**src/rtl/mrc_pkg.sv**
```systemverilog
// Types, codes and the CRC-16 byte update for the Modbus RTU response checker.
// No dependencies.
package mrc_pkg;

	typedef enum logic [1:0] {
		PH_IDLE,
		PH_HEAD,
		PH_BODY,
		PH_SKIP
	} phase_t;

	typedef enum logic [2:0] {
		ST_OK          = 3'd0,
		ST_FUNC_WRONG  = 3'd1,
		ST_SLAVE_WRONG = 3'd2,
		ST_TOO_LONG    = 3'd3,
		ST_BAD_CRC     = 3'd4,
		ST_EXCEPTION   = 3'd5
	} status_t;

	typedef enum logic {
		CFG_SLAVE_ADDR = 1'b0,
		CFG_EXP_FUNC   = 1'b1
	} cfg_index_t;

	localparam logic [7:0]  SLAVE_ADDR_RST = 8'h01;
	localparam logic [6:0]  EXP_FUNC_RST   = 7'h03;
	localparam logic [6:0]  FN_READ_HOLD   = 7'h03;
	localparam logic [6:0]  FN_READ_INPUT  = 7'h04;
	localparam logic [15:0] CRC_INIT       = 16'hFFFF;
	localparam logic [15:0] CRC_POLY       = 16'hA001;

	// header length arithmetic runs on byte count plus overhead
	localparam int TOT_W = 9;
	localparam logic [TOT_W-1:0] EXC_FRAME_LEN   = 9'd5;
	localparam logic [TOT_W-1:0] RD_OVERHEAD     = 9'd5;
	localparam logic [TOT_W-1:0] FIXED_FRAME_LEN = 9'd8;

	// tdata field offsets on the result side
	localparam int PAY_LSB = 0;
	localparam int ST_LSB  = 8;
	localparam int EXC_LSB = 11;
	localparam int LEN_LSB = 19;

	typedef struct packed {
		logic       kind;
		logic [7:0] payload_byte;
		status_t    status;
		logic [7:0] exception_code;
	} res_t;

	function automatic logic [15:0] crc16_byte(input logic [15:0] crc, input logic [7:0] b);
		logic [15:0] c;
		c = crc ^ {8'h00, b};
		for (int k = 0; k < 8; k++) begin
			c = c[0] ? ((c >> 1) ^ CRC_POLY) : (c >> 1);
		end
		return c;
	endfunction

endpackage

```
**src/rtl/mrc_parser.sv**
```systemverilog
// Frame parser: configuration registers, frame state, CRC-16 and result decode.
// Depends on mrc_pkg.
module mrc_parser
	import mrc_pkg::*;
#(
	parameter  int MAX_FRAME = 64,
	localparam int LEN_W     = $clog2(MAX_FRAME + 1)
) (
	input  logic             clk,
	input  logic             arst_n,
	input  logic             cfg_we,
	input  logic             cfg_index,
	input  logic [7:0]       cfg_data,
	input  logic             step,
	input  logic [7:0]       rx_byte,
	input  logic             first_byte,
	output logic             res_valid,
	output res_t             res,
	output logic [LEN_W-1:0] res_len
);

	logic [7:0]       slave_addr_q;
	logic [6:0]       exp_func_q;
	phase_t           phase_q, phase_d, phase_e;
	logic [LEN_W-1:0] pos_q, pos_d, pos_e;
	logic [LEN_W-1:0] total_q, total_d, total_e;
	logic [15:0]      crc_q, crc_d, crc_e, crc_upd;
	logic [7:0]       crc_lo_q, crc_lo_d, crc_lo_e;
	logic             exc_q, exc_d, exc_e;
	logic [7:0]       exc_code_q, exc_code_d, exc_code_e;
	logic             slave_bad_q, slave_bad_d, slave_bad_e;
	logic             func_bad_q, func_bad_d, func_bad_e;

	logic             take;
	logic             fn34;
	logic [7:0]       exc_form;
	logic [TOT_W-1:0] head_total;
	status_t          hdr_st;
	logic [LEN_W:0]   pos_p2;
	logic [LEN_W:0]   total_x;
	logic             body_data;
	logic             body_crclo;
	logic             crc_ok;

	always_ff @(posedge clk or negedge arst_n) begin
		if (!arst_n) begin
			slave_addr_q <= SLAVE_ADDR_RST;
			exp_func_q   <= EXP_FUNC_RST;
		end else if (cfg_we) begin
			case (cfg_index_t'(cfg_index))
				CFG_SLAVE_ADDR: slave_addr_q <= cfg_data;
				CFG_EXP_FUNC:   exp_func_q   <= cfg_data[6:0];
				default:        ;
			endcase
		end
	end

	// a first byte restarts all frame state
	assign phase_e     = first_byte ? PH_HEAD : phase_q;
	assign pos_e       = first_byte ? '0 : pos_q;
	assign total_e     = first_byte ? '0 : total_q;
	assign crc_e       = first_byte ? CRC_INIT : crc_q;
	assign crc_lo_e    = first_byte ? 8'h00 : crc_lo_q;
	assign exc_e       = first_byte ? 1'b0 : exc_q;
	assign exc_code_e  = first_byte ? 8'h00 : exc_code_q;
	assign slave_bad_e = first_byte ? 1'b0 : slave_bad_q;
	assign func_bad_e  = first_byte ? 1'b0 : func_bad_q;

	assign take     = step && (first_byte || phase_q == PH_HEAD || phase_q == PH_BODY);
	assign crc_upd  = crc16_byte(crc_e, rx_byte);
	assign fn34     = (exp_func_q == FN_READ_HOLD) || (exp_func_q == FN_READ_INPUT);
	assign exc_form = {1'b1, exp_func_q};

	assign head_total = exc_e ? EXC_FRAME_LEN :
		fn34 ? ({1'b0, rx_byte} + RD_OVERHEAD) : FIXED_FRAME_LEN;

	always_comb begin
		if (func_bad_e) begin
			hdr_st = ST_FUNC_WRONG;
		end else if (slave_bad_e) begin
			hdr_st = ST_SLAVE_WRONG;
		end else if (head_total > TOT_W'(MAX_FRAME)) begin
			hdr_st = ST_TOO_LONG;
		end else begin
			hdr_st = ST_OK;
		end
	end

	assign pos_p2     = {1'b0, pos_e} + (LEN_W + 1)'(2);
	assign total_x    = {1'b0, total_e};
	assign body_data  = pos_p2 < total_x;
	assign body_crclo = pos_p2 == total_x;
	assign crc_ok     = {rx_byte, crc_lo_e} == crc_e;

	always_comb begin
		phase_d     = phase_q;
		pos_d       = pos_q;
		total_d     = total_q;
		crc_d       = crc_q;
		crc_lo_d    = crc_lo_q;
		exc_d       = exc_q;
		exc_code_d  = exc_code_q;
		slave_bad_d = slave_bad_q;
		func_bad_d  = func_bad_q;
		if (take) begin
			phase_d     = phase_e;
			pos_d       = pos_e;
			total_d     = total_e;
			crc_d       = crc_e;
			crc_lo_d    = crc_lo_e;
			exc_d       = exc_e;
			exc_code_d  = exc_code_e;
			slave_bad_d = slave_bad_e;
			func_bad_d  = func_bad_e;
			case (phase_e)
				PH_HEAD: begin
					crc_d = crc_upd;
					if (pos_e == LEN_W'(0)) begin
						slave_bad_d = rx_byte != slave_addr_q;
						pos_d       = LEN_W'(1);
					end else if (pos_e == LEN_W'(1)) begin
						exc_d      = rx_byte == exc_form;
						func_bad_d = (rx_byte != exc_form) && (rx_byte != {1'b0, exp_func_q});
						pos_d      = LEN_W'(2);
					end else begin
						if (exc_e) begin
							exc_code_d = rx_byte;
						end
						if (hdr_st != ST_OK) begin
							phase_d = PH_SKIP;
						end else begin
							total_d = head_total[LEN_W-1:0];
							pos_d   = LEN_W'(3);
							phase_d = PH_BODY;
						end
					end
				end
				PH_BODY: begin
					pos_d = pos_e + LEN_W'(1);
					if (body_data) begin
						crc_d = crc_upd;
					end else if (body_crclo) begin
						crc_lo_d = rx_byte;
					end else begin
						phase_d = PH_IDLE;
					end
				end
				default: ;
			endcase
		end
	end

	always_comb begin
		res_valid = 1'b0;
		res       = '0;
		res_len   = '0;
		if (take) begin
			case (phase_e)
				PH_HEAD: begin
					if (pos_e != LEN_W'(0) && pos_e != LEN_W'(1) && hdr_st != ST_OK) begin
						res_valid  = 1'b1;
						res.kind   = 1'b1;
						res.status = hdr_st;
					end
				end
				PH_BODY: begin
					if (body_data) begin
						res_valid        = !exc_e && fn34;
						res.payload_byte = rx_byte;
					end else if (!body_crclo) begin
						res_valid = 1'b1;
						res.kind  = 1'b1;
						if (!crc_ok) begin
							res.status = ST_BAD_CRC;
						end else if (exc_e) begin
							res.status         = ST_EXCEPTION;
							res.exception_code = exc_code_e;
						end else begin
							res.status = ST_OK;
							res_len    = total_e;
						end
					end
				end
				default: ;
			endcase
		end
	end

	always_ff @(posedge clk or negedge arst_n) begin
		if (!arst_n) begin
			phase_q     <= PH_IDLE;
			pos_q       <= '0;
			total_q     <= '0;
			crc_q       <= CRC_INIT;
			crc_lo_q    <= 8'h00;
			exc_q       <= 1'b0;
			exc_code_q  <= 8'h00;
			slave_bad_q <= 1'b0;
			func_bad_q  <= 1'b0;
		end else begin
			phase_q     <= phase_d;
			pos_q       <= pos_d;
			total_q     <= total_d;
			crc_q       <= crc_d;
			crc_lo_q    <= crc_lo_d;
			exc_q       <= exc_d;
			exc_code_q  <= exc_code_d;
			slave_bad_q <= slave_bad_d;
			func_bad_q  <= func_bad_d;
		end
	end

endmodule

```
**config.mk**
```make
export PLATFORM = sky130hd
export DESIGN_NAME = mrc_parser
export DESIGN_NICKNAME = d
export VERILOG_FILES = /design/src/rtl/mrc_pkg.sv /design/src/rtl/mrc_parser.sv
export SDC_FILE = /design/constraint.sdc
export NUM_CORES = 1
export LEC_CHECK = 0
export ABC_AREA = 0
export BUFFER_PORTS_ARGS = -buffer_cell sky130_fd_sc_hd__clkbuf_2
export CAP_MARGIN = 0
export CORE_MARGIN = 2
export CORE_UTILIZATION = 60
export DETAILED_ROUTE_END_ITERATION = 7
export GPL_ROUTABILITY_DRIVEN = 0
export PLACE_DENSITY = 0.86
export SETUP_SLACK_MARGIN = 0.5
export SLEW_MARGIN = 10
export SYNTH_ARGS = -nofsm -noshare
export SYNTH_HDL_FRONTEND = slang
export SYNTH_SLANG_ARGS = --single-unit
```
**constraint.sdc**
```tcl
create_clock -name clk -period 3.8 [get_ports clk]
set_input_delay 0.38 -clock clk [delete_from_list [all_inputs] [get_ports clk]]
set_output_delay 0.38 -clock clk [all_outputs]
set_load 0.03 [all_outputs]
```
# After elaboration in Yosys (flattened, before gate mapping)
# Index checks and enable logic that the tools add are counted.
[op_classes]
mux = 78
n_eq_ne = 14
div = 0
mul = 0
n_lt_le_gt_ge = 2
n_addsub = 3
n_reduce_logical = 14
bitwise = 10
n_shift = 0
[op_table]
columns = ["op", "count"]
rows = [
  ["16-bit two-way mux", 10],
  ["8-bit two-way mux", 14],
  ["7-bit two-way mux", 15],
  ["16-bit case mux with 2 select lines", 1],
  ["2-bit inverter with 3-bit output", 8],
  ["11-bit two-way mux", 2],
  ["20-bit two-way mux", 1],
  ["2-bit two-way mux", 9],
  ["9-bit two-way mux", 2],
  ["1-bit two-way mux", 17],
  ["16-bit equality test", 1],
  ["8-bit inequality test", 2],
  ["16-bit by 8-bit XOR with 16-bit output", 1],
  ["7-bit case mux with 2 select lines", 1],
  ["8-bit by 3-bit adder with 9-bit output, second input constant", 1],
  ["9-bit by 7-bit > comparator with 1-bit output, second input constant", 1],
  ["7-bit by 2-bit adder with 8-bit output, second input constant", 1],
  ["8-bit by 7-bit equality test with 1-bit output", 1],
  ["8-bit equality test", 1],
  ["8-bit by 7-bit < comparator with 1-bit output", 1],
  ["8-bit by 7-bit inequality test with 1-bit output", 1],
  ["7-bit by 1-bit adder with 7-bit output, second input constant", 1],
  ["7-bit by 1-bit equality test with 1-bit output, second input constant", 1],
  ["7-bit by 2-bit equality test with 1-bit output, second input constant", 1],
  ["other kinds (16)", 27],
]
[word_totals]
regBits = 66
latch_bits = 0
output_inout_bits = 28
word_cells = 132
memories = 0
mem_bits_rw = 0
input_bits = 22
rom_bits = 0

# Longest topological paths before layout
[logic_depth]
depth_word = 20
ltp_mapped = 18
ltp_nobuf = 14

# Worst setup path before layout
# Ideal clock, no wire load.
[synth_timing]
kind = "input-to-output"
startpoint = "input first_byte"
endpoint = "output res_valid"
slack_ns = -0.147
arrival_ns = 3.567
path_stages = 17
n_path_buf = 4
path_cell_list = "buf_6 > clkbuf_1 > buf_2 > nand2b_1 > inv_1 > ha_1 > nand3_1 > xnor2_1 > nor2_1 > ha_1 > a41o_1 > a21oi_1 > nand3_1 > buf_2 > nor3_1 > o21ai_0 > a21oi_1"
[synth_via]
elab_chain_len = 11
elab_cells_between_ends = 31
cone_classes = "add/sub: 1; order compare: 2; eq/ne: 4; mux: 15; reduce/logical: 9"
[synth_rtl]
columns = ["element", "line_no", "text"]
rows = [
  ["start: declaration", "mrc_parser.sv:16", "input logic first_byte,"],
  ["1-bit two-way mux", "mrc_parser.sv:64", "assign exc_e = first_byte ? 1'b0 : exc_q;"],
  ["9-bit two-way mux", "mrc_parser.sv:74", "assign head_total = exc_e ? EXC_FRAME_LEN :"],
  ["9-bit by 7-bit > comparator with 1-bit output", "mrc_parser.sv:82", "end else if (head_total > TOT_W'(MAX_FRAME)) begin"],
  ["2-bit two-way mux", "mrc_parser.sv:82", ""],
  ["2-bit two-way mux", "mrc_parser.sv:80", "end else if (slave_bad_e) begin"],
  ["2-bit two-way mux", "mrc_parser.sv:78", "if (func_bad_e) begin"],
  ["3-bit nonzero test", "mrc_parser.sv:160", "if (pos_e != LEN_W'(0) && pos_e != LEN_W'(1) && hdr_st != ST_OK) begin"],
  ["1-bit logical AND", "mrc_parser.sv:160", ""],
  ["1-bit two-way mux", "mrc_parser.sv:160", ""],
  ["1-bit case mux with 2 select lines", "mrc_parser.sv:158", "case (phase_e)"],
  ["1-bit two-way mux *", "mrc_parser.sv:157", "if (take) begin"],
  ["end: declaration", "mrc_parser.sv:17", "output logic res_valid,"],
]
# Mark *: on every way between the ends. The rest lies on a longest branch, timed or not.

==> reports/metrics.yaml <==
grt-ovfl-total: 0
switching_share: 0.421
arrival_ps: 3200
antenna_found_initial: 0
rsz0062_at_grt: "true"
p_int_mw: 2.12
period_needed_ps: 3580
synth.area.top_cells: "dfrtp_1 24%, dfstp_2 10%, xnor2_1 6.7%"
clock-root-buffer: "clkbuf_8"
yosys.cell_types.count: 70
path_cells: "inv_2 -> nor2_4 -> ha_4 -> nand3_4 -> xnor2_2 -> nor2_2 -> ha_1 -> a41o_1 -> a21oi_4 -> nand3_4 -> nand3_4 -> buf_6 -> nor3_2 -> a21oi_2 -> nor2_2 -> buf_6"
cts_hold_buf: 0
ir_worst_vdd_mv: 0.330
cts.clk_slew.worst_paths_ps: 90
r2r_end: "crc_lo_q[1]"
n_antenna_cell: 0
timing.final.setup_violations: 0
slowest_delay_ps: 380
worst_pin_slew_ps: 1010
p_comb_frac: 0.474
fin_area_um2: 6090
switching_power_mw: 1.54
yosys-top-cells-count: "63 x nor2_1, 47 x dfrtp_1, 38 x xnor2_1, 37 x a21oi_1, 34 x nand2_1"
wire_per_inst_um: 23.0
rrSetupSlack_ps: 480
numCtsBuffers: 9
place_area_um2: 5280
worst-r2r-cell-count: 16
yosysWarnings: 0
crit_fanout: 4
maxCapViolations: 0
cts_htree_levels: 3
area_growth_pct: 22.2
max_freq_mhz: 279
drt_iter0_markers: 619
async_reset_ff_frac: 1.00
drt_pass1_iterations: 5
cp-start-kind: "flop"
track_usage: 0.335
critPathMostFrequentCell: "nand3_4"
io_pins: 50
clkPwrFrac: 0.204
dp_hpwl_um: 9160
ctsLongestPathBuffers: 2
hold_class: "input pin to async pin"
grt_pass1_vias: 4749
clock_sinks: 66
period_share: 0.943
ant_nets: 0
synthFlopType: "dfrtp_1"
final-hold-violation-count: 0
cp.required_ps: 3420
grt_max_degree: 44
finalSetupTns_ps: 0
core_area_um2: 8130
die-area_um2: 9050
nets: 649
synth_most_common_cell: "nor2_1"
placementRows: 33
io_buffer_count: 49
seq_power_share: 0.322
synth-seq-cells: 66
synth_top_area_cell: "dfrtp_1"
viasPerCell: 6.89
cts_tree: "yes"
p_leak_nw: 2.55
drc_errors: 0
layout-drive-gt1-share: 0.340
fillers: 453
die_y_um: 95.2
synth_edf_count: 0
wirelength_um: 16600
start_util: 0.613
grt_pass1_wl_um: 23500
finalMaxSlewViolations: 0
ys_seq_area_frac: 0.336
clkLatencyLatePin_ps: 360
outcome: "finished clean"
p_per_area_nw_per_um2: 602
synth_top_area_share: 0.236
slew_headroom: 0.329
r2r-start: "pos_q[2]"
synth_cells: 560
synthesis.area_um2: 4980
skew_ps: 16.7
syn-num-nets: 596
syn_area_per_cell_um2: 8.90
critPathSlowestCell: "dfrtp_1"
vias: 4980
setup.worst_path.class: "flop to primary output"
die_w_um: 95.2
end_kind: "primary output"
## critical path: cells and delay by family (launching register included)
family	cells	cell delay, ps
xor gates and xnor gates	1	150
buffers and inverters	3	360
adders and majority gates	2	550
DFF	1	380
AOI/OAI and AO/OA	3	660
and+or+nand+nor	7	730
## layer usage
metal,up-vias,part of all wire,global-route usage,routed length [um]
li1,2074,-,-,-
met4,0,0.067,0.169,1120
met5,-,0,0,0
met3,127,0.10,0.0593,1690
met1,2337,0.35,0.425,5890
met2,442,0.48,0.548,7940
## what timing repair did
item                       4_1_cts  5_1_grt
setup endpoints to repair       40       41
pin swaps                       21       15
resized for setup               46      116
setup buffers                   17        5
## area by class of cell
| class | count | area, um^2 | share of cell area |
|---|---|---|---|
| clock buffer | 10 | 128 | 0.0210 |
| clock inverter | 6 | 114 | 0.0187 |
| inverter | 10 | 37.5 | 0.00616 |
| multi-input combinational | 446 | 3320 | 0.544 |
| sequential | 66 | 1680 | 0.275 |
| tap | 105 | 131 | 0.0216 |
| timing repair buffer | 80 | 687 | 0.113 |
## worst max path at each step
stage / from / endpoint / slack, ps / cells past startpoint
6_report: pos_q[2] / res[8] / 220 / 16
5_1_grt: pos_q[2] / res_valid / 170 / 14
3_3_place_gp: first_byte / res[5] / 370 / 15
3_5_place_dp: first_byte / res[2] / 260 / 15
2_1_floorplan: first_byte / res[0] / 450 / 16
4_1_cts: pos_q[2] / res[2] / 460 / 15
## metrics by stage
stage                     utilization  cells  setup WS [ps]  hold WS [ps]  power [mW]
after detailed placement        0.649    685            258           491        2.64
after global routing            0.749    723            165           251        3.80
final                           0.749    723            217           188        3.67
after floorplan                     -    560            448          84.4        2.34
after global placement          0.649    685            371           484        2.58
after CTS                       0.714    718            457           251        3.44
## cell usage in the layout, fill, tap and decap left out, types with 3 or more instances in the layout
master / count
nand2b_1: 17
buf_8: 8
o21ai_0: 26
mux2_2: 15
nor4_1: 8
xor2_1: 27
nor3_1: 3
o21ai_2: 7
buf_6: 20
bufinv_16: 3
and2_4: 23
nand2_1: 30
a21oi_1: 33
nand2_2: 5
a22oi_1: 8
o2bb2ai_1: 4
nor2b_1: 7
xnor2_2: 4
ha_1: 13
dfrtp_1: 45
o221a_2: 5
a21o_1: 4
nand4_1: 6
clkbuf_8: 10
a31oi_1: 3
nor2_1: 60
o21a_1: 10
nor3_2: 3
nor2_4: 4
nand3_4: 3
a22o_1: 9
inv_1: 7
xnor2_1: 37
o211ai_1: 3
clkbuf_2: 21
dfstp_2: 19
nand3_1: 15
inv_2: 3
buf_4: 29
## power groups by stage
stage               Clock, mW  Sequential (mW)  Combinational (mW)
floorplan                   0             1.05                1.30
global placement            0             1.17                1.41
detailed placement          0             1.17                1.47
CTS                     0.745             1.16                1.53
global route            0.774             1.20                1.83
finish                  0.747             1.18                1.74
## logic make-up after synthesis
logic type                 share of synthesized area
AOI/OAI and AO/OA                              0.192
and+or+nand+nor                                0.209
DFF                                            0.336
buffers and inverters                         0.0502
xor gates and xnor gates                       0.142
adders and majority gates                     0.0351
muxes                                         0.0359
## registers in the layout (all words and copies together) (netlist names), 2 cells and up
name / cells
phase_q: 2
total_q: 7
slave_addr_q: 8
exc_code_q: 8
crc_lo_q: 8
crc_q: 16
exp_func_q: 7
pos_q: 7
No activity file was read; power rests on OpenSTA's default activity.
